**src/rtl/core/acla_pkg.sv**
```systemverilog
// shared types, op codes and constants for the command line assembler
package acla_pkg;

    localparam int BUF_BYTES_DEF = 64;
    localparam int Q_DEPTH       = 4;
    localparam int Q_AW          = $clog2(Q_DEPTH);

    localparam logic [7:0] CH_CR    = 8'h0D;
    localparam logic [7:0] CH_LF    = 8'h0A;
    localparam logic [7:0] PRINT_LO = 8'h20;
    localparam logic [7:0] PRINT_HI = 8'h7E;
    localparam logic [6:0] ERR_CHAR = 7'd32;

    localparam logic       KIND_CHAR = 1'b0;
    localparam logic       KIND_ERR  = 1'b1;

    localparam logic [1:0] OP_CLEAR   = 2'd0;
    localparam logic [1:0] OP_APPEND  = 2'd1;
    localparam logic [1:0] OP_NEWLINE = 2'd2;

    typedef struct packed {
        logic [1:0] code;
        logic [6:0] ch;
    } t_op;

    typedef struct packed {
        logic full;
        logic not_empty;
    } t_q_stat;

endpackage

```
**src/rtl/core/acla_front.sv**
```systemverilog
// input classifier: turns commands and raw bytes into line operations
module acla_front
    import acla_pkg::*;
(
    input  logic       i_valid,
    input  logic       i_command,
    input  logic [7:0] i_rx_byte,
    input  t_q_stat    i_q_stat,
    output logic       o_stall,
    output logic       o_push,
    output t_op        o_op
);

    logic keep;

    always_comb begin
        keep      = 1'b0;
        o_op.code = OP_CLEAR;
        o_op.ch   = i_rx_byte[6:0];
        if (i_command) begin
            keep      = 1'b1;
            o_op.code = OP_CLEAR;
        end else if (i_rx_byte == CH_LF) begin
            keep      = 1'b1;
            o_op.code = OP_NEWLINE;
        end else if (i_rx_byte >= PRINT_LO && i_rx_byte <= PRINT_HI) begin
            keep      = 1'b1;
            o_op.code = OP_APPEND;
        end
    end

    assign o_stall = i_q_stat.full;
    assign o_push  = i_valid && !i_q_stat.full && keep;

endmodule

```
**src/rtl/core/acla_queue.sv**
```systemverilog
// short operation queue between classifier and line engine
module acla_queue
    import acla_pkg::*;
(
    input  logic    i_clk,
    input  logic    i_rst_n,
    input  logic    i_push,
    input  t_op     i_op,
    input  logic    i_pop,
    output t_op     o_op,
    output t_q_stat o_stat
);

    t_op             r_entry [Q_DEPTH];
    logic [Q_AW-1:0] r_wp, n_wp;
    logic [Q_AW-1:0] r_rp, n_rp;
    logic [Q_AW:0]   r_cnt, n_cnt;
    logic            do_push, do_pop;

    assign o_stat.full      = (r_cnt == (Q_AW+1)'(Q_DEPTH));
    assign o_stat.not_empty = (r_cnt != '0);
    assign do_push          = i_push && !o_stat.full;
    assign do_pop           = i_pop && o_stat.not_empty;
    assign o_op             = r_entry[r_rp];

    always_comb begin
        n_wp  = do_push ? r_wp + 1'b1 : r_wp;
        n_rp  = do_pop ? r_rp + 1'b1 : r_rp;
        n_cnt = r_cnt + (Q_AW+1)'(do_push) - (Q_AW+1)'(do_pop);
    end

    always_ff @(posedge i_clk) begin
        if (!i_rst_n) begin
            r_wp  <= '0;
            r_rp  <= '0;
            r_cnt <= '0;
        end else begin
            r_wp  <= n_wp;
            r_rp  <= n_rp;
            r_cnt <= n_cnt;
        end
    end

    always_ff @(posedge i_clk) begin
        if (do_push) begin
            r_entry[r_wp] <= i_op;
        end
    end

endmodule

```
**src/rtl/core/acla_back.sv**
```systemverilog
// line engine: line store, count, overflow flag and character drain
module acla_back
    import acla_pkg::*;
#(
    parameter int BUF_BYTES = BUF_BYTES_DEF
) (
    input  logic       i_clk,
    input  logic       i_rst_n,
    input  t_op        i_op,
    input  t_q_stat    i_q_stat,
    output logic       o_pop,
    output logic       o_valid,
    input  logic       i_stall,
    output logic       o_result_kind,
    output logic [6:0] o_line_char,
    output logic       o_last
);

    localparam int CW = $clog2(BUF_BYTES);

    localparam logic [1:0] ST_IDLE = 2'd0;
    localparam logic [1:0] ST_READ = 2'd1;
    localparam logic [1:0] ST_LOAD = 2'd2;

    logic [6:0]    r_line_store [BUF_BYTES];
    logic [6:0]    r_rd_data;
    logic [1:0]    r_state, n_state;
    logic [CW-1:0] r_count, n_count;
    logic [CW-1:0] r_idx, n_idx;
    logic          r_ovf, n_ovf;
    logic          r_out_valid, n_out_valid;
    logic          r_kind, n_kind;
    logic [6:0]    r_char, n_char;
    logic          r_last, n_last;
    logic          wr_en;
    logic          out_free;
    logic [CW:0]   count_inc;
    logic [CW:0]   idx_inc;

    assign out_free  = !r_out_valid || !i_stall;
    assign count_inc = (CW+1)'(r_count) + (CW+1)'(1);
    assign idx_inc   = (CW+1)'(r_idx) + (CW+1)'(1);

    always_comb begin
        n_state     = r_state;
        n_count     = r_count;
        n_idx       = r_idx;
        n_ovf       = r_ovf;
        n_out_valid = r_out_valid && i_stall;
        n_kind      = r_kind;
        n_char      = r_char;
        n_last      = r_last;
        o_pop       = 1'b0;
        wr_en       = 1'b0;
        unique case (r_state)
            ST_IDLE: begin
                if (i_q_stat.not_empty) begin
                    unique case (i_op.code)
                        OP_CLEAR: begin
                            o_pop   = 1'b1;
                            n_count = '0;
                            n_ovf   = 1'b0;
                        end
                        OP_APPEND: begin
                            o_pop = 1'b1;
                            if (!r_ovf) begin
                                if (count_inc >= (CW+1)'(BUF_BYTES)) begin
                                    n_ovf = 1'b1;
                                end else begin
                                    wr_en   = 1'b1;
                                    n_count = count_inc[CW-1:0];
                                end
                            end
                        end
                        OP_NEWLINE: begin
                            if (r_ovf) begin
                                if (out_free) begin
                                    o_pop       = 1'b1;
                                    n_out_valid = 1'b1;
                                    n_kind      = KIND_ERR;
                                    n_char      = ERR_CHAR;
                                    n_last      = 1'b1;
                                    n_count     = '0;
                                    n_ovf       = 1'b0;
                                end
                            end else begin
                                o_pop = 1'b1;
                                if (r_count != '0) begin
                                    n_idx   = '0;
                                    n_state = ST_READ;
                                end
                            end
                        end
                        default: begin
                            o_pop = 1'b1;
                        end
                    endcase
                end
            end
            ST_READ: begin
                n_state = ST_LOAD;
            end
            ST_LOAD: begin
                if (out_free) begin
                    n_out_valid = 1'b1;
                    n_kind      = KIND_CHAR;
                    n_char      = r_rd_data;
                    n_last      = (idx_inc == (CW+1)'(r_count));
                    if (n_last) begin
                        n_count = '0;
                        n_ovf   = 1'b0;
                        n_state = ST_IDLE;
                    end else begin
                        n_idx   = idx_inc[CW-1:0];
                        n_state = ST_READ;
                    end
                end
            end
            default: begin
                n_state = ST_IDLE;
            end
        endcase
    end

    always_ff @(posedge i_clk) begin
        if (!i_rst_n) begin
            r_state     <= ST_IDLE;
            r_count     <= '0;
            r_idx       <= '0;
            r_ovf       <= 1'b0;
            r_out_valid <= 1'b0;
        end else begin
            r_state     <= n_state;
            r_count     <= n_count;
            r_idx       <= n_idx;
            r_ovf       <= n_ovf;
            r_out_valid <= n_out_valid;
        end
    end

    always_ff @(posedge i_clk) begin
        r_kind <= n_kind;
        r_char <= n_char;
        r_last <= n_last;
    end

    always_ff @(posedge i_clk) begin
        if (wr_en) begin
            r_line_store[r_count] <= i_op.ch;
        end
        if (r_state == ST_READ) begin
            r_rd_data <= r_line_store[r_idx];
        end
    end

    assign o_valid       = r_out_valid;
    assign o_result_kind = r_kind;
    assign o_line_char   = r_char;
    assign o_last        = r_last;

    a_count_bound: assert property (@(posedge i_clk) disable iff (!i_rst_n)
        (CW+1)'(r_count) < (CW+1)'(BUF_BYTES))
        else $error("line count beyond store capacity");

    a_err_is_last: assert property (@(posedge i_clk) disable iff (!i_rst_n)
        (r_out_valid && r_kind == KIND_ERR) |-> (r_last && r_char == ERR_CHAR))
        else $error("error result without last marker");

    a_drain_clean: assert property (@(posedge i_clk) disable iff (!i_rst_n)
        (r_state != ST_IDLE) |-> (!r_ovf && r_count != '0 && !o_pop))
        else $error("drain with overflow, empty line or queue pop");

    a_load_after_read: assert property (@(posedge i_clk) disable iff (!i_rst_n)
        (r_state == ST_READ) |=> (r_state == ST_LOAD))
        else $error("store read not followed by load");

endmodule

```
**src/rtl/core/ascii_command_line_assembler_core.sv**
```systemverilog
// top level of the ascii command line assembler
// timing: a byte is written into the queue at its transfer edge and sits at the head the next
// cycle when the queue was empty; an idle engine pops a newline at the head that cycle (on overflow
// only if the output is free); its error result is valid the next cycle
// throughput: one input transfer per cycle while the queue has room; the line engine takes one
// queued op per cycle while idle and drains characters via ST_READ, the store read, and ST_LOAD
// reset: synchronous, clears the queue, count, overflow flag and output valid; store is not cleared
module ascii_command_line_assembler_core
    import acla_pkg::*;
#(
    parameter int BUF_BYTES = BUF_BYTES_DEF
) (
    input  logic       i_clk,
    input  logic       i_rst_n,
    input  logic       i_valid,
    output logic       o_stall,
    input  logic       i_command,
    input  logic [7:0] i_rx_byte,
    output logic       o_valid,
    input  logic       i_stall,
    output logic       o_result_kind,
    output logic [6:0] o_line_char,
    output logic       o_last
);

    t_q_stat q_stat;
    t_op     push_op;
    t_op     head_op;
    logic    push;
    logic    pop;

    acla_front u_front (
        .i_valid   (i_valid),
        .i_command (i_command),
        .i_rx_byte (i_rx_byte),
        .i_q_stat  (q_stat),
        .o_stall   (o_stall),
        .o_push    (push),
        .o_op      (push_op)
    );

    acla_queue u_queue (
        .i_clk   (i_clk),
        .i_rst_n (i_rst_n),
        .i_push  (push),
        .i_op    (push_op),
        .i_pop   (pop),
        .o_op    (head_op),
        .o_stat  (q_stat)
    );

    acla_back #(
        .BUF_BYTES (BUF_BYTES)
    ) u_back (
        .i_clk         (i_clk),
        .i_rst_n       (i_rst_n),
        .i_op          (head_op),
        .i_q_stat      (q_stat),
        .o_pop         (pop),
        .o_valid       (o_valid),
        .i_stall       (i_stall),
        .o_result_kind (o_result_kind),
        .o_line_char   (o_line_char),
        .o_last        (o_last)
    );

endmodule
```
**config.mk**
```make
export PLATFORM = sky130hd
export DESIGN_NAME = ascii_command_line_assembler_core
export DESIGN_NICKNAME = d
export VERILOG_FILES = /design/src/rtl/core/acla_pkg.sv /design/src/rtl/core/acla_front.sv /design/src/rtl/core/acla_queue.sv /design/src/rtl/core/acla_back.sv /design/src/rtl/core/ascii_command_line_assembler_core.sv
export SDC_FILE = /design/constraint.sdc
export NUM_CORES = 1
export LEC_CHECK = 0
export BUFFER_PORTS_ARGS = -buffer_cell sky130_fd_sc_hd__buf_2
export CAP_MARGIN = 25
export CELL_PAD_IN_SITES_DETAIL_PLACEMENT = 1
export CELL_PAD_IN_SITES_GLOBAL_PLACEMENT = 1
export CORE_MARGIN = 5
export CORE_UTILIZATION = 54
export DETAILED_ROUTE_END_ITERATION = 6
export PLACE_DENSITY_LB_ADDON = 0.1
export RECOVER_POWER = 50
export SLEW_MARGIN = 20
export SYNTH_ARGS = -nofsm -noshare
export SYNTH_HDL_FRONTEND = slang
export SYNTH_HIERARCHICAL = 1
export SYNTH_SLANG_ARGS = --single-unit
```
**constraint.sdc**
```tcl
create_clock -name i_clk -period 4.9 [get_ports i_clk]
set_input_delay 0.98 -clock i_clk [delete_from_list [all_inputs] [get_ports i_clk]]
set_output_delay 0.98 -clock i_clk [all_outputs]
set_load 0.02 [all_outputs]
```
==> results.json, run 1 <==
{
  "status": "finished with violations",
  "failed_checks": "capacitance limit, slew limit",
  "track_usage_pct": 22.9,
  "worstSkewPairLatency_ps": 590,
  "antenna_found_initial": 1,
  "syn_area_um2": 21000,
  "clock-sinks": 525,
  "grt_max_degree": 65,
  "syn_nets": 1127,
  "synth_cells": 1101,
  "synthTopCellsByCount": "edfxtp_1 (500), mux4_2 (116), nor2_1 (69)",
  "numCtsBuffers": 52,
  "drive_above_1_share_pct": 20.6,
  "cts.clk_slew.worst_paths_ps": 60,
  "async_flop_share_pct": 0,
  "synth_seq_area_share_pct": 73.8,
  "ios": 24,
  "yosysTopAreaCell": "edfxtp_1",
  "cp.required_ps": 5120,
  "drt_iter0_markers": 797,
  "worstSetupPathType": "reg2reg",
  "grt_pass1_wl_um": 73600,
  "cap_viol_max_count": 2,
  "fmax_ghz": 0.274,
  "die_w_um": 207,
  "synthTopCellsByArea": "edfxtp_1 (71%), mux4_2 (12%), dfxtp_1 (2.4%)",
  "rsz0062_at_grt": "false",
  "area_growth_pct": 10.6,
  "irDropWorstVdd_mv": 0.408,
  "firstDrtPassIters": 4,
  "synth_cell_types": 61,
  "yosysWarnings": 6,
  "diodes": 0,
  "layout.nets": 1171,
  "fin_crit_sh_pct": 74.5,
  "grt_pass1_vias": 11100,
  "synth_area_per_cell_um2": 19.1,
  "coreArea_um2": 38600,
  "drc": 0,
  "h-tree-depth": 2,
  "gr-total-overflow": 0,
  "drt-total-wl_um": 48700,
  "initial_core_util_pct": 54.6,
  "placed_area_um2": 21700,
  "synth.most_common_cell": "edfxtp_1",
  "register_area_um2": 15500,
  "ctsHoldBuffers": 0,
  "routed_via_density": 6.21,
  "hp-class": "reg2reg",
  "slew_viol_final": 82,
  "power_leakage_nw": 7.03,
  "synth_flop_cell": "edfxtp_1",
  "port_buffers": 23,
  "ctsRootBufferMaster": "clkbuf_16",
  "cts_tree": "yes",
  "power.density_nw_per_um2": 434,
  "hpwl_um": 30600,
  "ant_nets": 0,
  "wl_per_cell_um": 28.6,
  "worstSetupStartpointType": "flop",
  "fin_skew_ps": 13.0,
  "hold_violations": 0,
  "hold_start": "u_queue/r_wp[1]$_SDFFE_PN0P_",
  "cp.arrival_ps": 3870,
  "clockBufferDepth": 3,
  "fillers": 3376,
  "gp_congestion": 0.832,
  "multi_input_area_um2": 5070,
  "rows": 72,
  "fin_crit_ps": 3650,
  "cp-end-kind": "flop",
  "fin_area_um2": 23300,
  "synth-edff-count": 500,
  "yosysTopAreaCellShare_pct": 71.4,
  "crit_path_max_fanout": 13,
  "vias": 10600,
  "setup_viol": 0,
  "relSlewSlack_pct": -29.9,
  "die_h_um": 207,
  "cts_setup_buffers": 0,
  "ys_ff_latch": 525,
  "worst_pin_slew_ps": 1950,
  "cts_resized": 0,
  "tns_ps": 0,
  "dieArea_um2": 43000
}
cell families (layout without fill, tap and decap cells):
family / Yosys count / after routing / synth area share, %
multiplexers: 155 / 155 / 14.3
AO/OA/AOI/OAI: 101 / 101 / 3.65
AND/OR/NAND/NOR: 205 / 205 / 4.79
flip-flops: 525 / 525 / 73.8
XOR/XNOR: 12 / 12 / 0.500
adder cells (fa/ha/maj): 13 / 13 / 0.809
buffers and inverters: 90 / 176 / 2.17
worst paths after layout:
| path | endpoint | slack [ps] | cells after the start |
|---|---|---|---|
| worst min register to register | u_queue/r_wp[1]$_SDFFE_PN0P_ | 510 | 2 |
| worst max register to register | u_back/r_line_store[28][1]$_DFFE_PP_ | 1250 | 7 |
| worst max-delay path | u_back/r_line_store[28][1]$_DFFE_PP_ | 1250 | 7 |
| worst min-delay path | u_queue/r_wp[1]$_SDFFE_PN0P_ | 510 | 2 |
worst max-delay path, stage by stage, from the launching register on:
cell       delay, ps
dfxtp_1          600
mux4_2           400
inv_1             90
ha_1             300
o2111ai_2        520
inv_1            240
nand3_1          370
nor2_1           750
final cells by class:
| class | instances | area share (%) |
|---|---|---|
| Timing Repair Buffer | 63 | 1.68 |
| Tap cell | 518 | 2.79 |
| Clock buffer | 66 | 5.91 |
| Sequential cell | 525 | 66.7 |
| Clock inverter | 30 | 0.823 |
| Multi-Input combinational cell | 486 | 21.8 |
| Inverter | 17 | 0.274 |
flip-flops by register name, summed over array words and instances, names as in the netlist, named ones only:
name and flops:
u_queue/r_wp 2, u_queue/r_rp 2, u_back/o_valid 1, u_back/r_line_store 448, u_back/r_rd_data 7, u_back/r_state 2
u_queue/r_entry 36, u_back/o_last 1, u_back/r_ovf 1, u_queue/r_cnt 3, u_back/o_result_kind 1, u_back/o_line_char 7
u_back/r_idx 6, u_back/r_count 6
placed cells by master (no fill, tap or decap), types with 11 or more instances in the layout:
cell       instances
mux2i_1           33
clkbuf_16         53
clkbuf_1          34
ha_1              12
nand2_1           34
a22oi_1           21
clkinv_1          16
buf_4             31
and2_1            11
nor2_1            69
a21oi_1           11
nor3_1            19
inv_1             16
nand3_1           22
mux4_2           116
dfxtp_1           23
edfxtp_1         500
through the flow:
step / hold WS (ps) / cells / utilization [%] / total power, mW / setup slack (ps)
floorplan: 468 / 1101 / - / 6.08 / 1510
global placement: 488 / 1606 / 56.3 / 6.47 / 1050
detailed placement: 505 / 1608 / 56.3 / 6.52 / 1010
CTS: 517 / 1704 / 60.4 / 10.2 / 1250
global route: 541 / 1705 / 60.3 / 10.5 / 987
finish: 513 / 1705 / 60.3 / 10.1 / 1250
metal layers:
layer	track usage [%]	share of wire (%)	up-vias
met4	5.88	2.3	2
met3	5.44	6.3	67
met1	32.6	43	5639
li1	-	-	4555
met2	36.3	48	330
met5	0	0.027	-
where the power goes:
group	switching (mW)	internal [mW]
registers	0.0500	5.37
clock network	1.62	2.08
logic	0.738	0.239
total	2.41	7.69
(Power assumes the default switching activity.)
==> run 2: changes to the inputs <==
--- a/config.mk
+++ b/config.mk
@@ -5,12 +5,13 @@
 export SDC_FILE = /design/constraint.sdc
 export NUM_CORES = 1
 export LEC_CHECK = 0
+export ABC_AREA = 1
 export BUFFER_PORTS_ARGS = -buffer_cell sky130_fd_sc_hd__buf_2
 export CAP_MARGIN = 25
 export CELL_PAD_IN_SITES_DETAIL_PLACEMENT = 1
 export CELL_PAD_IN_SITES_GLOBAL_PLACEMENT = 1
 export CORE_MARGIN = 5
-export CORE_UTILIZATION = 54
+export CORE_UTILIZATION = 46
 export DETAILED_ROUTE_END_ITERATION = 6
 export PLACE_DENSITY_LB_ADDON = 0.1
 export RECOVER_POWER = 50
==> constraint.sdc (replaced) <==
create_clock -name i_clk -period 3.2 [get_ports i_clk]
set_input_delay 0.64 -clock i_clk [delete_from_list [all_inputs] [get_ports i_clk]]
set_output_delay 0.64 -clock i_clk [all_outputs]
set_load 0.02 [all_outputs]
==> results.json, run 2 <==
{
  "synth_area_per_cell_um2": 11.5,
  "drt-total-wl_um": 61100,
  "rows": 80,
  "coreArea_um2": 47400,
  "ctsRootBufferMaster": "clkbuf_16",
  "yosysTopAreaCellShare_pct": 68.4,
  "cp.arrival_ps": 3380,
  "firstDrtPassIters": 4,
  "reg2reg_depth": 15,
  "hpwl_um": 38600,
  "hold_violations": 0,
  "die_w_um": 228,
  "syn_nets": 1933,
  "synth_flop_cell": "edfxtp_1",
  "cap_viol_max_count": 0,
  "die_h_um": 228,
  "worst_pin_slew_ps": 1280,
  "clockBufferDepth": 3,
  "port_buffers": 23,
  "grtUsageMet2_pct": 39.4,
  "grt_max_degree": 89,
  "gr-total-overflow": 0,
  "synth-edff-count": 500,
  "tns_ps": 0,
  "grt_pass1_vias": 15800,
  "cp.required_ps": 3690,
  "setup_viol": 0,
  "yosysTopAreaCell": "edfxtp_1",
  "fin_ws_ps": 303,
  "slew_viol_final": 0,
  "vias": 14900,
  "power_leakage_nw": 8.83,
  "ant_nets": 0,
  "async_flop_share_pct": 0,
  "synth_seq_area_share_pct": 70.7,
  "ys_ff_latch": 525,
  "synthTopCellsByCount": "edfxtp_1 (500), nor2_1 (336), nand2_1 (324)",
  "synthTopCellsByArea": "edfxtp_1 (68%), nor2_1 (5.7%), nand2_1 (5.5%)",
  "layout.nets": 2011,
  "register_area_um2": 15500,
  "largest_register_ffs": 448,
  "grt_pass1_wl_um": 94200,
  "rrSetupSlack_ps": 300,
  "grt_use_met3_pct": 3.39,
  "mostFrequentLayoutCells": "edfxtp_1 (500), nor2_1 (336), nand2_1 (324)",
  "cts.clk_slew.worst_paths_ps": 60,
  "dieArea_um2": 52200,
  "fin_crit_ps": 2900,
  "irDropWorstVdd_mv": 0.640,
  "worstSetupPathType": "reg2reg",
  "min_to": "u_queue/r_entry[2][6]$_DFFE_PP_",
  "final_common_cell": "edfxtp_1",
  "h-tree-depth": 2,
  "initial_core_util_pct": 46.2,
  "routed_via_density": 5.63,
  "r2r_end": "u_queue/r_cnt[2]$_SDFF_PN0_",
  "fin_crit_sh_pct": 90.5,
  "hp-class": "in2reg",
  "fillers": 4996,
  "rsz0062_at_grt": "false",
  "reg_top3": "u_back/r_line_store (448), u_queue/r_entry (36)",
  "syn_area_um2": 21900,
  "yosysWarnings": 6,
  "gp_congestion": 0.856,
  "ios": 24,
  "wl_per_cell_um": 23.1,
  "synth_cells": 1907,
  "worstSetupStartpointType": "flop",
  "antenna_found_initial": 2,
  "power.density_nw_per_um2": 916,
  "holdPathStages": 1,
  "cts_tree": "yes",
  "relSlewSlack_pct": 14.9,
  "cp-end-kind": "flop",
  "synth_cell_types": 42,
  "pre_cts_ws_ps": 166,
  "fin_skew_ps": 16.0,
  "crit_path_max_fanout": 18,
  "synth.most_common_cell": "edfxtp_1",
  "track_usage_pct": 23.1,
  "multi_input_area_um2": 5580,
  "status": "finished clean",
  "numCtsBuffers": 55,
  "hold_start": "i_rx_byte[6]",
  "drive_above_1_share_pct": 11.7,
  "top_usage_layer": "met2",
  "area_growth_pct": 13.9,
  "drc": 0,
  "fmax_ghz": 0.345,
  "worstSkewPairLatency_ps": 600,
  "largest-register": "u_back/r_line_store",
  "drt_iter0_markers": 1289,
  "use_met1_pct": 30.7,
  "clock-sinks": 525
}
==> run 2: cell types whose count changed after synthesis, sizes merged, moves of 33 or more <==
cell / previous run / this run
clkbuf: 22 / 57
mux4: 116 / 0
nand2: 34 / 328
nor2: 69 / 343
nand3: 22 / 85
mux2i: 33 / 0
o22ai: 5 / 113
o21ai: 7 / 246
inv: 16 / 76
==> run 2: how the worst max path moves through the flow <==
stage / startpoint / endpoint / slack (ps) / cells after the start
5_1_grt: flop / u_queue/r_cnt[2]$_SDFF_PN0_ / 10 / 16
3_3_place_gp: flop / u_queue/r_cnt[2]$_SDFF_PN0_ / 310 / 13
6_report: flop / u_queue/r_cnt[2]$_SDFF_PN0_ / 300 / 15
2_1_floorplan: flop / u_back/r_line_store[0][0]$_DFFE_PP_ / 250 / 4
4_1_cts: flop / u_queue/r_cnt[2]$_SDFF_PN0_ / 100 / 15
3_5_place_dp: flop / u_queue/r_cnt[2]$_SDFF_PN0_ / 170 / 15
==> run 2: layout make-up <==
type / count / share of cell area (%)
flip-flops and latches: 525 / 62.1
multi-input cells: 1188 / 22.3
clock buffers: 68 / 5.87
repair buffers: 136 / 4.07
well taps: 615 / 3.08
clock inverters: 35 / 1.30
inverters: 79 / 1.24
diodes: 1 / 0.0100
==> run 2: logic make-up (layout without fill, tap and decap cells) <==
group           count (synthesis)  after routing  synth area share, %
compound gates                400            400                 9.91
simple gates                  775            775                 14.4
buf+inv                       194            318                 4.24
fa+ha+maj                      13             13                0.776
flops                         525            525                 70.7
other cells                     0              1                    0
==> run 2: critical path, stage by stage (launching register included) <==
cell	delay (ps)
dfxtp_2	440
inv_8	90
nor2_1	110
o22ai_1	130
inv_1	100
ha_1	200
inv_1	80
nor3_1	250
nor2_1	110
a21boi_0	140
ha_1	290
inv_1	50
ha_1	200
fa_1	410
a21oi_1	130
nor2_1	60
==> run 2: metal layers <==
layer  vias up  part of all wire [%]
met4         0                   2.9
met3       114                   4.6
met5         -                     0
li1       6905                     -
met1      7572                    43
met2       304                    49
==> run 2: metrics by stage <==
stage               instances  total power [mW]  hold WS (ps)  utilization [%]  area (µm²)
global route             2647              24.1           380             52.7       25000
floorplan                1907              13.7           448                -       21900
CTS                      2646              23.3           268             53.0       25100
detailed placement       2543              16.9           480             49.2       23300
finish                   2647              22.9           386             52.7       25000
global placement         2543              16.7           474             49.2       23300
==> run 2: repair_timing <==
| item | 4_1_cts | 5_1_grt |
|---|---|---|
| setup endpoints to repair | 0 | 2 |
| hold buffers | 0 | 0 |
| setup buffers | 0 | 0 |
| gates resized for setup | 0 | 1 |
==> run 2: where the power goes <==
group / switching (mW) / total [mW] / internal [mW]
Combinational: 5.54 / 7.37 / 1.83
Clock: 2.63 / 6.37 / 3.73
Sequential: 0.248 / 9.16 / 8.91
==> run 3: changes to the inputs <==
--- a/config.mk
+++ b/config.mk
@@ -13,7 +13,7 @@
 export CORE_MARGIN = 5
 export CORE_UTILIZATION = 46
 export DETAILED_ROUTE_END_ITERATION = 6
-export PLACE_DENSITY_LB_ADDON = 0.1
+export PLACE_DENSITY = 0.82
 export RECOVER_POWER = 50
 export SLEW_MARGIN = 20
 export SYNTH_ARGS = -nofsm -noshare
==> constraint.sdc (replaced) <==
create_clock -name i_clk -period 3.2 [get_ports i_clk]
set_input_delay 0.64 -clock i_clk [delete_from_list [all_inputs] [get_ports i_clk]]
set_output_delay 0.64 -clock i_clk [all_outputs]
set_load 0.01 [all_outputs]
==> results.json, run 3 (synthesized netlist as in run 2, its figures left out) <==
{
  "hp-class": "in2reg",
  "cap_viol_max_count": 5,
  "cp.required_ps": 3650,
  "gr-total-overflow": 0,
  "routed_via_density": 5.86,
  "mostFrequentLayoutCells": "edfxtp_1 (500), nor2_1 (336), nand2_1 (325)",
  "failed_checks": "capacitance limit, slew limit",
  "ctsRootBufferMaster": "clkbuf_16",
  "largest_register_ffs": 448,
  "die_h_um": 228,
  "clockBufferDepth": 3,
  "setup_viol": 0,
  "drt-total-wl_um": 63300,
  "hold_violations": 0,
  "die_w_um": 228,
  "p_seq_share_pct": 40.7,
  "final_common_cell": "edfxtp_1",
  "cp.arrival_ps": 3480,
  "initial_core_util_pct": 46.2,
  "power.share.clock_pct": 26.8,
  "multi_input_area_um2": 5570,
  "irDropWorstVdd_mv": 0.523,
  "worstSetupPathType": "reg2reg",
  "grt_pass1_vias": 16500,
  "worstSetupStartpointType": "flop",
  "cts.clk_slew.worst_paths_ps": 60,
  "ctsHoldBuffers": 0,
  "layout.nets": 2001,
  "pre_cts_ws_ps": 95.2,
  "fin_crit_ps": 3030,
  "status": "finished with violations",
  "firstDrtPassIters": 5,
  "drive_above_1_share_pct": 11.1,
  "register_area_um2": 15500,
  "p_comb_share_pct": 32.5,
  "fin_area_um2": 24800,
  "antenna_found_initial": 1,
  "port_buffers": 23,
  "drc": 0,
  "largest-register": "u_back/r_line_store",
  "wl_per_cell_um": 24.0,
  "worst_pin_slew_ps": 2010,
  "drt_iter0_markers": 1509,
  "grt_max_degree": 90,
  "coreArea_um2": 47400,
  "dieArea_um2": 52200,
  "power.density_nw_per_um2": 915,
  "hpwl_um": 39200,
  "internal_power_mw": 14.2,
  "worstSkewPairLatency_ps": 600,
  "cts_resized": 0,
  "crit_chain": "clkbuf_2, o21ai_0, o22ai_2, clkbuf_4, buf_4",
  "fin_ws_ps": 173,
  "switching_share_pct": 37.3,
  "gp_congestion": 0.889,
  "grt_pass1_wl_um": 97000,
  "fin_crit_sh_pct": 94.6,
  "slew_viol_final": 280,
  "cts_tree": "yes",
  "diodes": 0,
  "fin_skew_ps": 25.0,
  "vias": 15400,
  "fillers": 5027,
  "placed_area_um2": 23200,
  "crit_path_max_fanout": 47,
  "tns_ps": 0,
  "ant_nets": 0,
  "power.switching_mw": 8.46,
  "h-tree-depth": 2,
  "hold_start": "i_stall",
  "numCtsBuffers": 53,
  "track_usage_pct": 23.8,
  "rsz0062_at_grt": "false",
  "cts_setup_buffers": 0,
  "fmax_ghz": 0.330,
  "cpMaxStageDelayCell": "o22ai_2",
  "reg_top3": "u_back/r_line_store (448), u_queue/r_entry (36)",
  "max_stage_delay_ps": 900,
  "power_leakage_nw": 8.73,
  "rows": 80,
  "ios": 24,
  "cp-end-kind": "flop",
  "clock-sinks": 525,
  "area_growth_pct": 13.0,
  "relSlewSlack_pct": -34.3
}
## run 3: cell count changes in the layout (fill, tap and decap cells not counted), moves of 2 or more
| cell | change |
|---|---|
| buf_4 | -8 |
| o22ai_4 | -2 |
| clkbuf_2 | +6 |
| clkbuf_4 | -5 |
| clkbuf_1 | -2 |
| clkbuf_16 | -3 |
| inv_6 | -3 |
| clkinv_1 | +2 |
| o22ai_2 | +3 |
## run 3: power by group through the flow
stage               clock network (mW)  logic [mW]  registers (mW)
detailed placement                   0        7.38            9.28
CTS                               6.18        7.49            9.14
global placement                     0        6.97            9.26
finish                            6.08        7.36            9.23
global route                      6.50        7.91            9.25
floorplan                            0        4.44            9.20
## run 3: final cells by class
cell class	count	area share, %
Clock buffer	63	5.59
Clock inverter	36	1.24
Inverter	79	1.25
Multi-Input combinational cell	1188	22.4
Sequential cell	525	62.6
Tap cell	615	3.10
Timing Repair Buffer	128	3.75
## run 3: final timing paths
| kind | end | slack [ps] | cells after the start |
|---|---|---|---|
| max | u_back/r_line_store[15][6]$_DFFE_PP_ | 170 | 5 |
| min | u_back/o_valid$_SDFF_PN0_ | 370 | 3 |
| max reg2reg | u_back/r_line_store[15][6]$_DFFE_PP_ | 170 | 5 |
| min reg2reg | u_queue/r_rp[0]$_SDFFE_PN0P_ | 490 | 2 |
## run 3: stage by stage
stage,power [mW],utilization (%),std cells,hold WS [ps]
2_1_floorplan,13.6,-,1907,448
3_3_place_gp,16.2,49.0,2535,466
3_5_place_dp,16.7,49.0,2535,488
4_1_cts,22.8,52.6,2634,277
5_1_grt,23.7,52.2,2634,379
6_report,22.7,52.2,2634,371
## run 3: critical path: cells and delay by family, from the launching register on
family | cells | cell delay, ps
buffers and inverters | 3 | 1340
AO/OA/AOI/OAI | 2 | 1060
flip-flops | 1 | 440
## run 3: per-layer routing
layer  up-vias  share of wire, %  global-route usage, %
met1      7838                41                   30.7
met3       140               5.9                   3.61
met4         0               3.5                   8.30
met2       582                50                   41.2
li1       6874                 -                      -
met5         -                 0                      0
